### config.mk
export PLATFORM = sky130hd
export DESIGN_NAME = cycle_count_timeline_top_flat
export DESIGN_NICKNAME = d
export VERILOG_FILES = /design/src/rtl/ccl_pkg.sv /design/src/rtl/ccl_if.sv /design/src/rtl/ccl_div_stage.sv /design/src/rtl/ccl_wrap.sv /design/src/rtl/cycle_count_timeline_top.sv /design/src/flat_wrapper.sv
export SDC_FILE = /design/constraint.sdc
export NUM_CORES = 1
export LEC_CHECK = 0
export ABC_CLOCK_PERIOD_IN_PS = 13400
export BUFFER_PORTS_ARGS = -buffer_cell sky130_fd_sc_hd__buf_2
export CAP_MARGIN = 15
export CORE_UTILIZATION = 30
export DETAILED_ROUTE_END_ITERATION = 7
export GPL_TIMING_DRIVEN = 0
export PLACE_DENSITY_LB_ADDON = 0.25
export RECOVER_POWER = 100
export SYNTH_ARGS = -nofsm -noshare
export SYNTH_HDL_FRONTEND = slang
export SYNTH_SLANG_ARGS = --single-unit
### constraint.sdc
create_clock -name clock -period 13.4 [get_ports clock]
set_input_delay 1.34 -clock clock [delete_from_list [all_inputs] [get_ports clock]]
set_output_delay 1.34 -clock clock [all_outputs]
set_load 0.01 [all_outputs]
### src/rtl/ccl_pkg.sv
package ccl_pkg;

   // Counter and result widths
   localparam int CountWidth  = 32;
   localparam int ExtWidth    = 64;
   localparam int DivWidth    = 10;
   localparam int SecWidth    = 45;
   localparam int DeltaWidth  = 32;

   localparam logic [CountWidth-1:0] CountMask =
      CountWidth'((64'd1 << CountWidth) - 64'd1);

   // Clock rate register
   localparam logic [DivWidth-1:0] ResetMhz    = DivWidth'(240);
   localparam logic [DivWidth-1:0] DigitRadix  = DivWidth'(1000);

   // Step counter of the bit-serial division chain: one dividend bit per
   // cycle through three stages, each stage in the cycle after the one before
   localparam int DivBits   = ExtWidth;
   localparam int StepLast  = DivBits + 2;
   localparam int StepWidth = $clog2(StepLast + 1);

   typedef enum logic [1:0] {
      CCL_IDLE,
      CCL_RUN,
      CCL_HOLD
   } ccl_state_type;

   typedef struct packed {
      logic clear;
      logic shift;
   } ccl_stage_ctrl_type;

endpackage

### src/rtl/ccl_if.sv
interface ccl_req_if import ccl_pkg::*; ();
   logic                  valid;
   logic                  ready;
   logic [CountWidth-1:0] count_now;
   logic [CountWidth-1:0] prev_count;

   modport source (output valid, output count_now, output prev_count, input ready);
   modport sink   (input valid, input count_now, input prev_count, output ready);
endinterface

interface ccl_rsp_if import ccl_pkg::*; ();
   logic                  valid;
   logic                  ready;
   logic [DeltaWidth-1:0] delta_cycles;
   logic [ExtWidth-1:0]   extended_count;
   logic [SecWidth-1:0]   seconds;
   logic [DivWidth-1:0]   millis;
   logic [DivWidth-1:0]   micros;
   logic [ExtWidth-1:0]   total_us;

   modport source (output valid, output delta_cycles, output extended_count,
                   output seconds, output millis, output micros, output total_us,
                   input ready);
   modport sink   (input valid, input delta_cycles, input extended_count,
                   input seconds, input millis, input micros, input total_us,
                   output ready);
endinterface

### src/rtl/ccl_div_stage.sv
module ccl_div_stage import ccl_pkg::*; (
   input  logic                clock,
   input  ccl_stage_ctrl_type  ctrl,
   input  logic                bit_in,
   input  logic [DivWidth-1:0] divisor,
   output logic                quo_bit,
   output logic [DivWidth-1:0] remainder
);

   logic [DivWidth-1:0] rem_ff, rem_in;
   logic                quo_ff, quo_in;
   logic [DivWidth:0]   trial;
   logic [DivWidth:0]   diff;

   // One restoring step: shift in the next dividend bit, subtract if it fits
   always_comb begin
      trial  = {rem_ff, bit_in};
      diff   = trial - {1'b0, divisor};
      rem_in = rem_ff;
      quo_in = quo_ff;
      if (ctrl.clear) begin
         rem_in = '0;
         quo_in = 1'b0;
      end else if (ctrl.shift) begin
         if (trial >= {1'b0, divisor}) begin
            rem_in = diff[DivWidth-1:0];
            quo_in = 1'b1;
         end else begin
            rem_in = trial[DivWidth-1:0];
            quo_in = 1'b0;
         end
      end
   end

   always_ff @(posedge clock) begin
      rem_ff <= rem_in;
      quo_ff <= quo_in;
   end

   assign quo_bit   = quo_ff;
   assign remainder = rem_ff;

endmodule

### src/rtl/ccl_wrap.sv
module ccl_wrap import ccl_pkg::*; (
   input  logic                  clock,
   input  logic                  reset,
   input  logic                  update,
   input  logic [CountWidth-1:0] now,
   output logic [ExtWidth-1:0]   ext_count
);

   logic [31:0]           wrap_ff, wrap_in;
   logic [CountWidth-1:0] last_ff, last_in;
   logic [31:0]           wrap_next;

   // Count a wrap when the new sample falls below the last one
   always_comb begin
      wrap_next = (now < last_ff) ? wrap_ff + 32'd1 : wrap_ff;
      ext_count = (ExtWidth'(wrap_next) << CountWidth) + ExtWidth'(now);
      wrap_in   = update ? wrap_next : wrap_ff;
      last_in   = update ? now : last_ff;
   end

   always_ff @(posedge clock) begin
      if (reset) begin
         wrap_ff <= '0;
         last_ff <= '0;
      end else begin
         wrap_ff <= wrap_in;
         last_ff <= last_in;
      end
   end

endmodule

### src/rtl/cycle_count_timeline_top.sv
// Cycle counter timeline.
// req_chan carries one transaction per timestamp: a sample of the free-running
// cycle counter (count_now) and an earlier sample of the caller (prev_count).
// rsp_chan returns one transaction per request: the wrapping cycle difference,
// the counter extended to 64 bits by a wrap count, and that count converted
// to seconds, milliseconds, microseconds and total microseconds.
// csr_wr_en / csr_wr_data write the clock rate in cycles per microsecond;
// a rate of zero divides as one. Write it only while the block is idle.
// The conversion is bit-serial: the extended count enters a restoring divider
// by the clock rate MSB first, one bit per cycle, and its quotient bits feed
// two more one-bit dividers by 1000, each taking its bits in the cycle after
// the divider before it. A new request is taken only after the last result
// has moved to the response register. req_chan.ready is high only while no
// transaction is in work.
// A finished result waits in the response register; while the receiver stalls
// the next request is accepted and processed, then held until the register
// frees. Reset clears the wrap count, the last sample, the control state and
// the response valid, and sets the clock rate to 240.
module cycle_count_timeline_top import ccl_pkg::*; (
   input  logic                clock,
   input  logic                reset,
   ccl_req_if.sink             req_chan,
   ccl_rsp_if.source           rsp_chan,
   input  logic                csr_wr_en,
   input  logic [DivWidth-1:0] csr_wr_data
);

   ccl_state_type          state_ff, state_in;
   logic [StepWidth-1:0]   step_ff, step_in;
   logic [DivWidth-1:0]    mhz_ff, mhz_in;
   logic [DivWidth-1:0]    divisor;

   logic                   accept;
   logic                   out_free;
   logic                   load_out;

   logic [CountWidth-1:0]  now_masked;
   logic [CountWidth-1:0]  prev_masked;
   logic [ExtWidth-1:0]    ext_count;

   // Working registers
   logic [ExtWidth-1:0]    dividend_ff, dividend_in;
   logic [DeltaWidth-1:0]  delta_ff, delta_in;
   logic [ExtWidth-1:0]    total_ff, total_in;
   logic [SecWidth-1:0]    sec_ff, sec_in;

   // Response register
   logic                   rsp_valid_ff, rsp_valid_in;
   logic [DeltaWidth-1:0]  rsp_delta_ff, rsp_delta_in;
   logic [ExtWidth-1:0]    rsp_ext_ff, rsp_ext_in;
   logic [SecWidth-1:0]    rsp_sec_ff, rsp_sec_in;
   logic [DivWidth-1:0]    rsp_ms_ff, rsp_ms_in;
   logic [DivWidth-1:0]    rsp_us_ff, rsp_us_in;
   logic [ExtWidth-1:0]    rsp_total_ff, rsp_total_in;

   ccl_stage_ctrl_type     rate_ctrl, us_ctrl, ms_ctrl;
   logic                   rate_quo, us_quo, ms_quo;
   logic [DivWidth-1:0]    rate_rem, us_rem, ms_rem;
   logic                   sec_shift;
   logic                   running;

   assign now_masked  = req_chan.count_now & CountMask;
   assign prev_masked = req_chan.prev_count & CountMask;
   assign divisor     = (mhz_ff == '0) ? DivWidth'(1) : mhz_ff;

   assign accept   = req_chan.valid && req_chan.ready;
   assign out_free = !rsp_valid_ff || rsp_chan.ready;
   assign req_chan.ready = (state_ff == CCL_IDLE);

   // Control sequence: idle, shift 64 bits through the chain, hand off result
   always_comb begin
      state_in = state_ff;
      step_in  = step_ff;
      load_out = 1'b0;
      case (state_ff)
         CCL_IDLE: begin
            if (accept) begin
               state_in = CCL_RUN;
               step_in  = '0;
            end
         end
         CCL_RUN: begin
            if (step_ff == StepWidth'(StepLast)) begin
               state_in = CCL_HOLD;
            end else begin
               step_in = step_ff + StepWidth'(1);
            end
         end
         CCL_HOLD: begin
            if (out_free) begin
               load_out = 1'b1;
               state_in = CCL_IDLE;
            end
         end
         default: begin
            state_in = CCL_IDLE;
         end
      endcase
   end

   // Each stage shifts all 64 dividend bits, in the cycle after the one before it
   assign running         = (state_ff == CCL_RUN);
   assign rate_ctrl.clear = accept;
   assign rate_ctrl.shift = running && (step_ff <= StepWidth'(DivBits - 1));
   assign us_ctrl.clear   = accept;
   assign us_ctrl.shift   = running && (step_ff >= StepWidth'(1))
                            && (step_ff <= StepWidth'(DivBits));
   assign ms_ctrl.clear   = accept;
   assign ms_ctrl.shift   = running && (step_ff >= StepWidth'(2))
                            && (step_ff <= StepWidth'(DivBits + 1));
   assign sec_shift       = running && (step_ff >= StepWidth'(3));

   // Track wraps and extend the counter
   ccl_wrap u_wrap (
      .clock     (clock),
      .reset     (reset),
      .update    (accept),
      .now       (now_masked),
      .ext_count (ext_count)
   );

   // Divide by the clock rate: quotient is total microseconds
   ccl_div_stage u_rate_div (
      .clock     (clock),
      .ctrl      (rate_ctrl),
      .bit_in    (dividend_ff[ExtWidth-1]),
      .divisor   (divisor),
      .quo_bit   (rate_quo),
      .remainder (rate_rem)
   );

   // Divide total microseconds by 1000: remainder is micros
   ccl_div_stage u_us_div (
      .clock     (clock),
      .ctrl      (us_ctrl),
      .bit_in    (rate_quo),
      .divisor   (DigitRadix),
      .quo_bit   (us_quo),
      .remainder (us_rem)
   );

   // Divide total milliseconds by 1000: remainder is millis, quotient seconds
   ccl_div_stage u_ms_div (
      .clock     (clock),
      .ctrl      (ms_ctrl),
      .bit_in    (us_quo),
      .divisor   (DigitRadix),
      .quo_bit   (ms_quo),
      .remainder (ms_rem)
   );

   always_comb begin
      mhz_in = csr_wr_en ? csr_wr_data : mhz_ff;

      // Rotate the dividend so it is whole again after 64 shifts
      dividend_in = dividend_ff;
      delta_in    = delta_ff;
      if (accept) begin
         dividend_in = ext_count;
         delta_in    = DeltaWidth'((now_masked - prev_masked) & CountMask);
      end else if (rate_ctrl.shift) begin
         dividend_in = {dividend_ff[ExtWidth-2:0], dividend_ff[ExtWidth-1]};
      end

      // Collect quotient bits, dropping what falls off the top
      total_in = us_ctrl.shift ? {total_ff[ExtWidth-2:0], rate_quo} : total_ff;
      sec_in   = sec_shift ? {sec_ff[SecWidth-2:0], ms_quo} : sec_ff;

      // Hold the response until taken
      rsp_valid_in = rsp_valid_ff;
      if (load_out) begin
         rsp_valid_in = 1'b1;
      end else if (rsp_chan.ready) begin
         rsp_valid_in = 1'b0;
      end
      rsp_delta_in = load_out ? delta_ff    : rsp_delta_ff;
      rsp_ext_in   = load_out ? dividend_ff : rsp_ext_ff;
      rsp_sec_in   = load_out ? sec_ff      : rsp_sec_ff;
      rsp_ms_in    = load_out ? ms_rem      : rsp_ms_ff;
      rsp_us_in    = load_out ? us_rem      : rsp_us_ff;
      rsp_total_in = load_out ? total_ff    : rsp_total_ff;
   end

   always_ff @(posedge clock) begin
      if (reset) begin
         state_ff     <= CCL_IDLE;
         step_ff      <= '0;
         mhz_ff       <= ResetMhz;
         rsp_valid_ff <= 1'b0;
      end else begin
         state_ff     <= state_in;
         step_ff      <= step_in;
         mhz_ff       <= mhz_in;
         rsp_valid_ff <= rsp_valid_in;
      end
   end

   always_ff @(posedge clock) begin
      dividend_ff  <= dividend_in;
      delta_ff     <= delta_in;
      total_ff     <= total_in;
      sec_ff       <= sec_in;
      rsp_delta_ff <= rsp_delta_in;
      rsp_ext_ff   <= rsp_ext_in;
      rsp_sec_ff   <= rsp_sec_in;
      rsp_ms_ff    <= rsp_ms_in;
      rsp_us_ff    <= rsp_us_in;
      rsp_total_ff <= rsp_total_in;
   end

   assign rsp_chan.valid          = rsp_valid_ff;
   assign rsp_chan.delta_cycles   = rsp_delta_ff;
   assign rsp_chan.extended_count = rsp_ext_ff;
   assign rsp_chan.seconds        = rsp_sec_ff;
   assign rsp_chan.millis         = rsp_ms_ff;
   assign rsp_chan.micros         = rsp_us_ff;
   assign rsp_chan.total_us       = rsp_total_ff;

endmodule

### src/flat_wrapper.sv
// flat-port wrapper written by rule: the top's interface ports become plain ports
module cycle_count_timeline_top_flat import ccl_pkg::*;
  (clock, reset, csr_wr_en, csr_wr_data, req_chan_valid, req_chan_count_now, req_chan_prev_count, req_chan_ready, rsp_chan_valid, rsp_chan_delta_cycles, rsp_chan_extended_count, rsp_chan_seconds, rsp_chan_millis, rsp_chan_micros, rsp_chan_total_us, rsp_chan_ready);
  ccl_req_if req_chan_i ();
  ccl_rsp_if rsp_chan_i ();
  input  logic clock;
  input  logic reset;
  input  logic csr_wr_en;
  input  logic [DivWidth-1:0] csr_wr_data;
  input wire logic [$bits(req_chan_i.valid)-1:0] req_chan_valid;
  input wire logic [$bits(req_chan_i.count_now)-1:0] req_chan_count_now;
  input wire logic [$bits(req_chan_i.prev_count)-1:0] req_chan_prev_count;
  output wire logic [$bits(req_chan_i.ready)-1:0] req_chan_ready;
  output wire logic [$bits(rsp_chan_i.valid)-1:0] rsp_chan_valid;
  output wire logic [$bits(rsp_chan_i.delta_cycles)-1:0] rsp_chan_delta_cycles;
  output wire logic [$bits(rsp_chan_i.extended_count)-1:0] rsp_chan_extended_count;
  output wire logic [$bits(rsp_chan_i.seconds)-1:0] rsp_chan_seconds;
  output wire logic [$bits(rsp_chan_i.millis)-1:0] rsp_chan_millis;
  output wire logic [$bits(rsp_chan_i.micros)-1:0] rsp_chan_micros;
  output wire logic [$bits(rsp_chan_i.total_us)-1:0] rsp_chan_total_us;
  input wire logic [$bits(rsp_chan_i.ready)-1:0] rsp_chan_ready;
  assign req_chan_i.valid = req_chan_valid;
  assign req_chan_i.count_now = req_chan_count_now;
  assign req_chan_i.prev_count = req_chan_prev_count;
  assign req_chan_ready = req_chan_i.ready;
  assign rsp_chan_valid = rsp_chan_i.valid;
  assign rsp_chan_delta_cycles = rsp_chan_i.delta_cycles;
  assign rsp_chan_extended_count = rsp_chan_i.extended_count;
  assign rsp_chan_seconds = rsp_chan_i.seconds;
  assign rsp_chan_millis = rsp_chan_i.millis;
  assign rsp_chan_micros = rsp_chan_i.micros;
  assign rsp_chan_total_us = rsp_chan_i.total_us;
  assign rsp_chan_i.ready = rsp_chan_ready;
  cycle_count_timeline_top u_core (.clock(clock), .reset(reset), .req_chan(req_chan_i), .rsp_chan(rsp_chan_i), .csr_wr_en(csr_wr_en), .csr_wr_data(csr_wr_data));
endmodule
# Word level (Yosys, flattened, before mapping)
# Cells that the tools add are included.
[totals] reg_bits=547 inputBits=79 out_inout_bits=227 word_cells=83
[op_classes] n_addsub=7 order_cmp=10 eq_ne=7 n_mux=21 reduce_logical=16
[op_table] operator="64-bit 2-to-1 mux" count=2
[op_table] operator="64-bit by 32-bit adder with 64-bit output" count=1
[op_table] operator="10-bit 2-to-1 mux" count=4
[op_table] operator="32-bit by 1-bit adder with 32-bit output (second input constant)" count=1
[op_table] operator="32-bit less-than comparator" count=1
[op_table] operator="32-bit 2-to-1 mux" count=1
[op_table] operator="32-bit subtractor" count=1
[op_table] operator="11-bit by 10-bit >= comparator with 1-bit output (second input constant)" count=2
[op_table] operator="10-bit subtractor (second input constant)" count=2
[op_table] operator="7-bit by 2-bit >= comparator with 1-bit output (second input constant)" count=2
[op_table] operator="7-bit <= comparator (second input constant)" count=2
[op_table] operator="7-bit 2-to-1 mux" count=2
[op_table] operator="7-bit one-hot mux with 2 select lines" count=1
[op_table] operator="11-bit by 10-bit >= comparator with 1-bit output" count=1
[op_table] operator="10-bit logical NOT" count=1
[op_table] operator="10-bit subtractor" count=1
[op_table] operator="7-bit by 1-bit adder with 7-bit output (second input constant)" count=1
[op_table] operator="7-bit equality test (second input constant)" count=1
[op_table] operator="7-bit by 1-bit >= comparator with 1-bit output (second input constant)" count=1
[op_table] operator="7-bit by 6-bit <= comparator with 1-bit output (second input constant)" count=1
[op_table] operator="1-bit logical AND" count=7
[op_table] operator="1-bit 2-to-1 mux" count=7
[op_table] operator="2-bit 2-to-1 mux" count=3
[op_table] operator="2-bit != test (second input constant)" count=3
[op_table] operator="other kinds (9)" count=12

# Logic depth before layout (Yosys ltp)
[logic_depth] word_depth=5 depth_mapped=13

# Hierarchy
# From an unflattened synthesis, not the netlist that was laid out.
[unflattened] hier_cells=1949 area_unflattened_um2=24148.2
[by_module_without_submodules] module="cycle_count_timeline_top" n_inst=1 cells_each=1038 area_per_inst_um2=16577.1 seq_area_each_um2=13312.8
[by_module_without_submodules] module="ccl_wrap" n_inst=1 cells_each=545 area_per_inst_um2=4478.0 seq_area_each_um2=1281.2
[by_module_without_submodules] module="ccl_div_stage" n_inst=3 cells_each=122 area_per_inst_um2=1031.0 seq_area_each_um2=220.2

# Least setup slack after synthesis
# No wires, ideal clock.
[synth_path] path_type="input-to-reg" from="input rsp_chan_ready" to="register u_core.rsp_delta_ff[0] (netlist: u_core.rsp_chan.delta_cycles[0]), enable pin" setup_ns=0.841 arrival_ns=11.343 required_time_ns=12.559 slack_ns=1.216 path_stages=2 cell_sequence="nand2b_1 nor2b_1"
[synth_between] elab_chain_len=3
[synth_rtl] element="start, declared" line_no="flat_wrapper.sv:21" source="input wire logic [$bits(rsp_chan_i.ready)-1:0] rsp_chan_ready;"
[synth_rtl] element="1-bit logical OR" line_no="cycle_count_timeline_top.sv:67" source="assign out_free = !rsp_valid_ff || rsp_chan.ready;"
[synth_rtl] element="1-bit 2-to-1 mux" line_no="cycle_count_timeline_top.sv:90" source="if (out_free) begin"
[synth_rtl] element="1-bit 2-to-1 mux" line_no="cycle_count_timeline_top.sv:75" source="case (state_ff)"
[synth_rtl] element="named net u_core.load_out" line_no="cycle_count_timeline_top.sv:35" source="logic load_out;"
[synth_rtl] element="end signal, assigned" line_no="cycle_count_timeline_top.sv:203" source="rsp_delta_ff <= rsp_delta_in;"
[synth_rtl] element="end, declared" line_no="cycle_count_timeline_top.sv:49" source="logic [DeltaWidth-1:0] rsp_delta_ff, rsp_delta_in;"
# The timed path passes the listed nets, and every way through them passes these cells.
# A chain may end at the register's enable or synchronous reset.

# Worst setup path after layout
[layout_path] from="input rsp_chan_ready" to="register u_core.rsp_sec_ff[36] (netlist: u_core.rsp_chan.seconds[36]), enable pin"
[layout_between] elab_chain_len=3
[layout_rtl] element="1-bit logical OR" line_no="cycle_count_timeline_top.sv:67"
[layout_rtl] element="1-bit 2-to-1 mux" line_no="cycle_count_timeline_top.sv:90"
[layout_rtl] element="1-bit 2-to-1 mux" line_no="cycle_count_timeline_top.sv:75"
[layout_rtl] element="named net u_core.load_out" line_no="cycle_count_timeline_top.sv:35"
[layout_rtl] element="end signal, assigned" line_no="cycle_count_timeline_top.sv:205" source="rsp_sec_ff <= rsp_sec_in;"
[layout_rtl] element="end, declared" line_no="cycle_count_timeline_top.sv:51" source="logic [SecWidth-1:0] rsp_sec_ff, rsp_sec_in;"
# The timed path passes the listed nets, and every way through them passes these cells.

==> run summary <==
Status: finished, violations left
Failing checks: max-capacitance violations, max-slew violations
Syn_nets: 1800
Asr flop ratio synth: 0%
CP max stage cell: clkbuf_1
Initial antenna violation count: 0
Largest cells by area after synthesis: edfxtp_1, dfxtp_1, ha_1
Vias per cell: 4.54
Worst slack at placement: 8200 ps
Critical-path maximum fanout: 34
#FFs+latches synth: 547
Pin count of the biggest net entering global routing: 49
Worst-Margin Slew: 2600 ps
Final min period: 6590 ps
Layout area overhead: 20.1%
Hold Crit Class: flop to flop
Critical Path RT: 13610 ps
Pre-antenna DRT Iters: 5
Final net count: 2175
CTS tree: built
Global-route wire length before repair: 79000 um
Inserted Clock Buffers: 58
CP arrival: 6800 ps
Die area: 73400 um2
Syn. warnings: 0
Syn avg cell area: 13.2 um2
Io pins: 306
DRC: 0
Min-Delay Endpoint: u_core.rsp_chan.delta_cycles[11]
GR Util All Layers: 13.7%
Crit Path Class: input port to flop
Worst R2R Path Depth: 5
Worst-skew pair later-pin latency: 620 ps
CTS Sinks: 547
Final setup violation count: 0
Post-Syn Instances: 1641
WL final: 51400 um
Detail Placement HPWL: 36900 um
H-tree depth: 2
Final Slew Violations: 356
Critical Path Source Type: input port
Root Buffer: clkbuf_16
Vias in the first global route: 13.5k
Mapped Area: 21700 um2
Fmax: 152 MHz
Period utilization: 49.2%
Setup_tns: 0 ps
Max incr delay on CP: 1380 ps
Number of synthesized flops with an enable pin: 430
Initial cell density of the core: 30.4%
Post-synth top area share: 59.5%
DRT antenna net count: 0
RR Startpoint: u_core.rsp_chan.valid
Clock Path Buffers: 3
Setup crit end kind: flop
Crit path cell chain: buf_2 -> nand2b_1 -> nor2b_1 -> clkbuf_1 -> clkbuf_1 -> clkbuf_1
Dpl cell area: 24700 um2
WL/cell: 17.0 um
Core area: 71500 um2
GPL Wtd Cong: 0.824
Vias post-DR: 13.7k
Most frequent cells in the layout: edfxtp_1, clkbuf_1, nand2_1
Diode count: 0
Final Hold Fails: 0
Fill count: 7024
Fin Hold WS: 414 ps
Peak VDD IR: 0.0846 mV
Worst reg2reg setup slack: 7320 ps
Synth Flop Type: edfxtp_1
Cell mode on critical path: clkbuf_1
Die width: 271 um
Die Ht: 271 um
Row Count: 98
Worst setup margin: 6810 ps
Cell area after layout: 26100 um2
CTS Hold Bufs: 0
Final Skew: 24.9 ps
Yosys cell types: 63
Pleak: 9.02 nW
Hold depth: 0
Clock slew at reported path FFs: 60 ps
Port Buffers: 303
Hold_sp: u_core.delta_ff[11]
Post-synthesis sequential area ratio: 70.3%
Total congestion overflow: 0
Initial detailed-routing violation count: 935
# resized after CTS: 0
Max-cap violations: 11
Yosys top cell by area: edfxtp_1
Layout cells sized above 1: 9.05%
PD cells: 151 nW/um2
Power, Total: 3.93 mW
Setup Buffers After CTS: 0
Critical R2R Capture: u_core.rsp_chan.seconds[36]
Commonest non-fill, non-tap cell in the layout: edfxtp_1
RSZ-0062 raised after global routing: false
Max_slew headroom: -73.6%
==> where the power goes <==
group          leakage, nW  switching, mW  internal [mW]
Combinational         3.22          0.218          0.143
Clock                0.945          0.694          0.907
Sequential            4.86         0.0477           1.92
Total                 9.02          0.960           2.97
==> Yosys cell counts, drive strengths merged (17+ instances only) <==
| cell | instances |
|---|---|
| a21o | 25 |
| xnor2 | 94 |
| clkbuf | 44 |
| nand2 | 212 |
| a21oi | 84 |
| nor3 | 46 |
| ha | 78 |
| edfxtp | 430 |
| inv | 95 |
| mux2i | 22 |
| o21ai | 73 |
| nor2 | 115 |
| nor4 | 17 |
| nand3 | 36 |
| xor2 | 19 |
| dfxtp | 117 |
==> how the worst max path moves through the flow <==
stage,slack (ps),to,from,cells past startpoint
after global placement,-4320,u_core.rsp_chan.total_us[38],rsp_chan_ready,3
after floorplan,1220,u_core.rsp_chan.delta_cycles[0],rsp_chan_ready,2
after detailed placement,8200,u_core.dividend_ff[48],req_chan_count_now[29],11
after CTS,8870,u_core.dividend_ff[48],req_chan_count_now[29],11
final,6810,u_core.rsp_chan.seconds[36],rsp_chan_ready,6
after global routing,6140,u_core.rsp_chan.seconds[18],rsp_chan_ready,6
==> through the flow <==
step / utilization (%) / std cells
global placement: 34.1 / 2894
floorplan: - / 1641
global route: 36.5 / 3016
detailed placement: 34.6 / 2906
finish: 36.5 / 3016
CTS: 37.3 / 3016
==> final cells by class <==
class	count	area (um2)	area share (%)
Inverter	95	357	1.37
Multi-Input combinational cell	948	5860	22.5
Timing Repair Buffer	315	1270	4.89
Buffer	51	191	0.735
Tap cell	950	1190	4.56
Sequential cell	547	15300	58.5
Clock buffer	68	1580	6.07
Clock inverter	42	355	1.36
==> kinds of logic after synthesis <==
logic type	after synthesis	synth area share, %
XOR/XNOR	113	4.56
flip-flops	547	70.3
adder cells (fa/ha/maj)	80	4.68
AND/OR/NAND/NOR	491	10.1
buffers and inverters	146	2.54
multiplexers	23	1.07
AO/OA/AOI/OAI	241	6.76
==> worst max-delay path, delay by kind of cell <==
kind	cells	cell delay (ps)
buf+inv	4	3880
simple gates	2	1520
==> state kept, by name, indices dropped and copies added (netlist names) <==
register,cells
u_core.rsp_chan.seconds,45
u_core.rsp_chan.valid,1
u_core.u_wrap.wrap_ff,32
u_core.state_ff,2
u_core.delta_ff,32
u_core.u_wrap.last_ff,32
u_core.u_rate_div.remainder,10
u_core.mhz_ff,10
u_core.dividend_ff,64
u_core.u_ms_div.quo_bit,1
u_core.sec_ff,45
u_core.u_ms_div.remainder,10
u_core.u_us_div.remainder,10
u_core.u_rate_div.quo_bit,1
u_core.rsp_chan.delta_cycles,32
u_core.u_us_div.quo_bit,1
u_core.step_ff,7
u_core.total_ff,64
u_core.rsp_chan.micros,10
u_core.rsp_chan.total_us,64
u_core.rsp_chan.extended_count,64
u_core.rsp_chan.millis,10
==> layer usage <==
layer | GRT usage [%] | wire [um] | share of wire, %
met1 | 19.3 | 24400 | 48
met2 | 21.4 | 22900 | 45
met3 | 2.70 | 2920 | 5.7
met4 | 3.73 | 1150 | 2.2
met5 | 0 | 0 | 0
No activity file was read; power rests on OpenSTA's default activity.
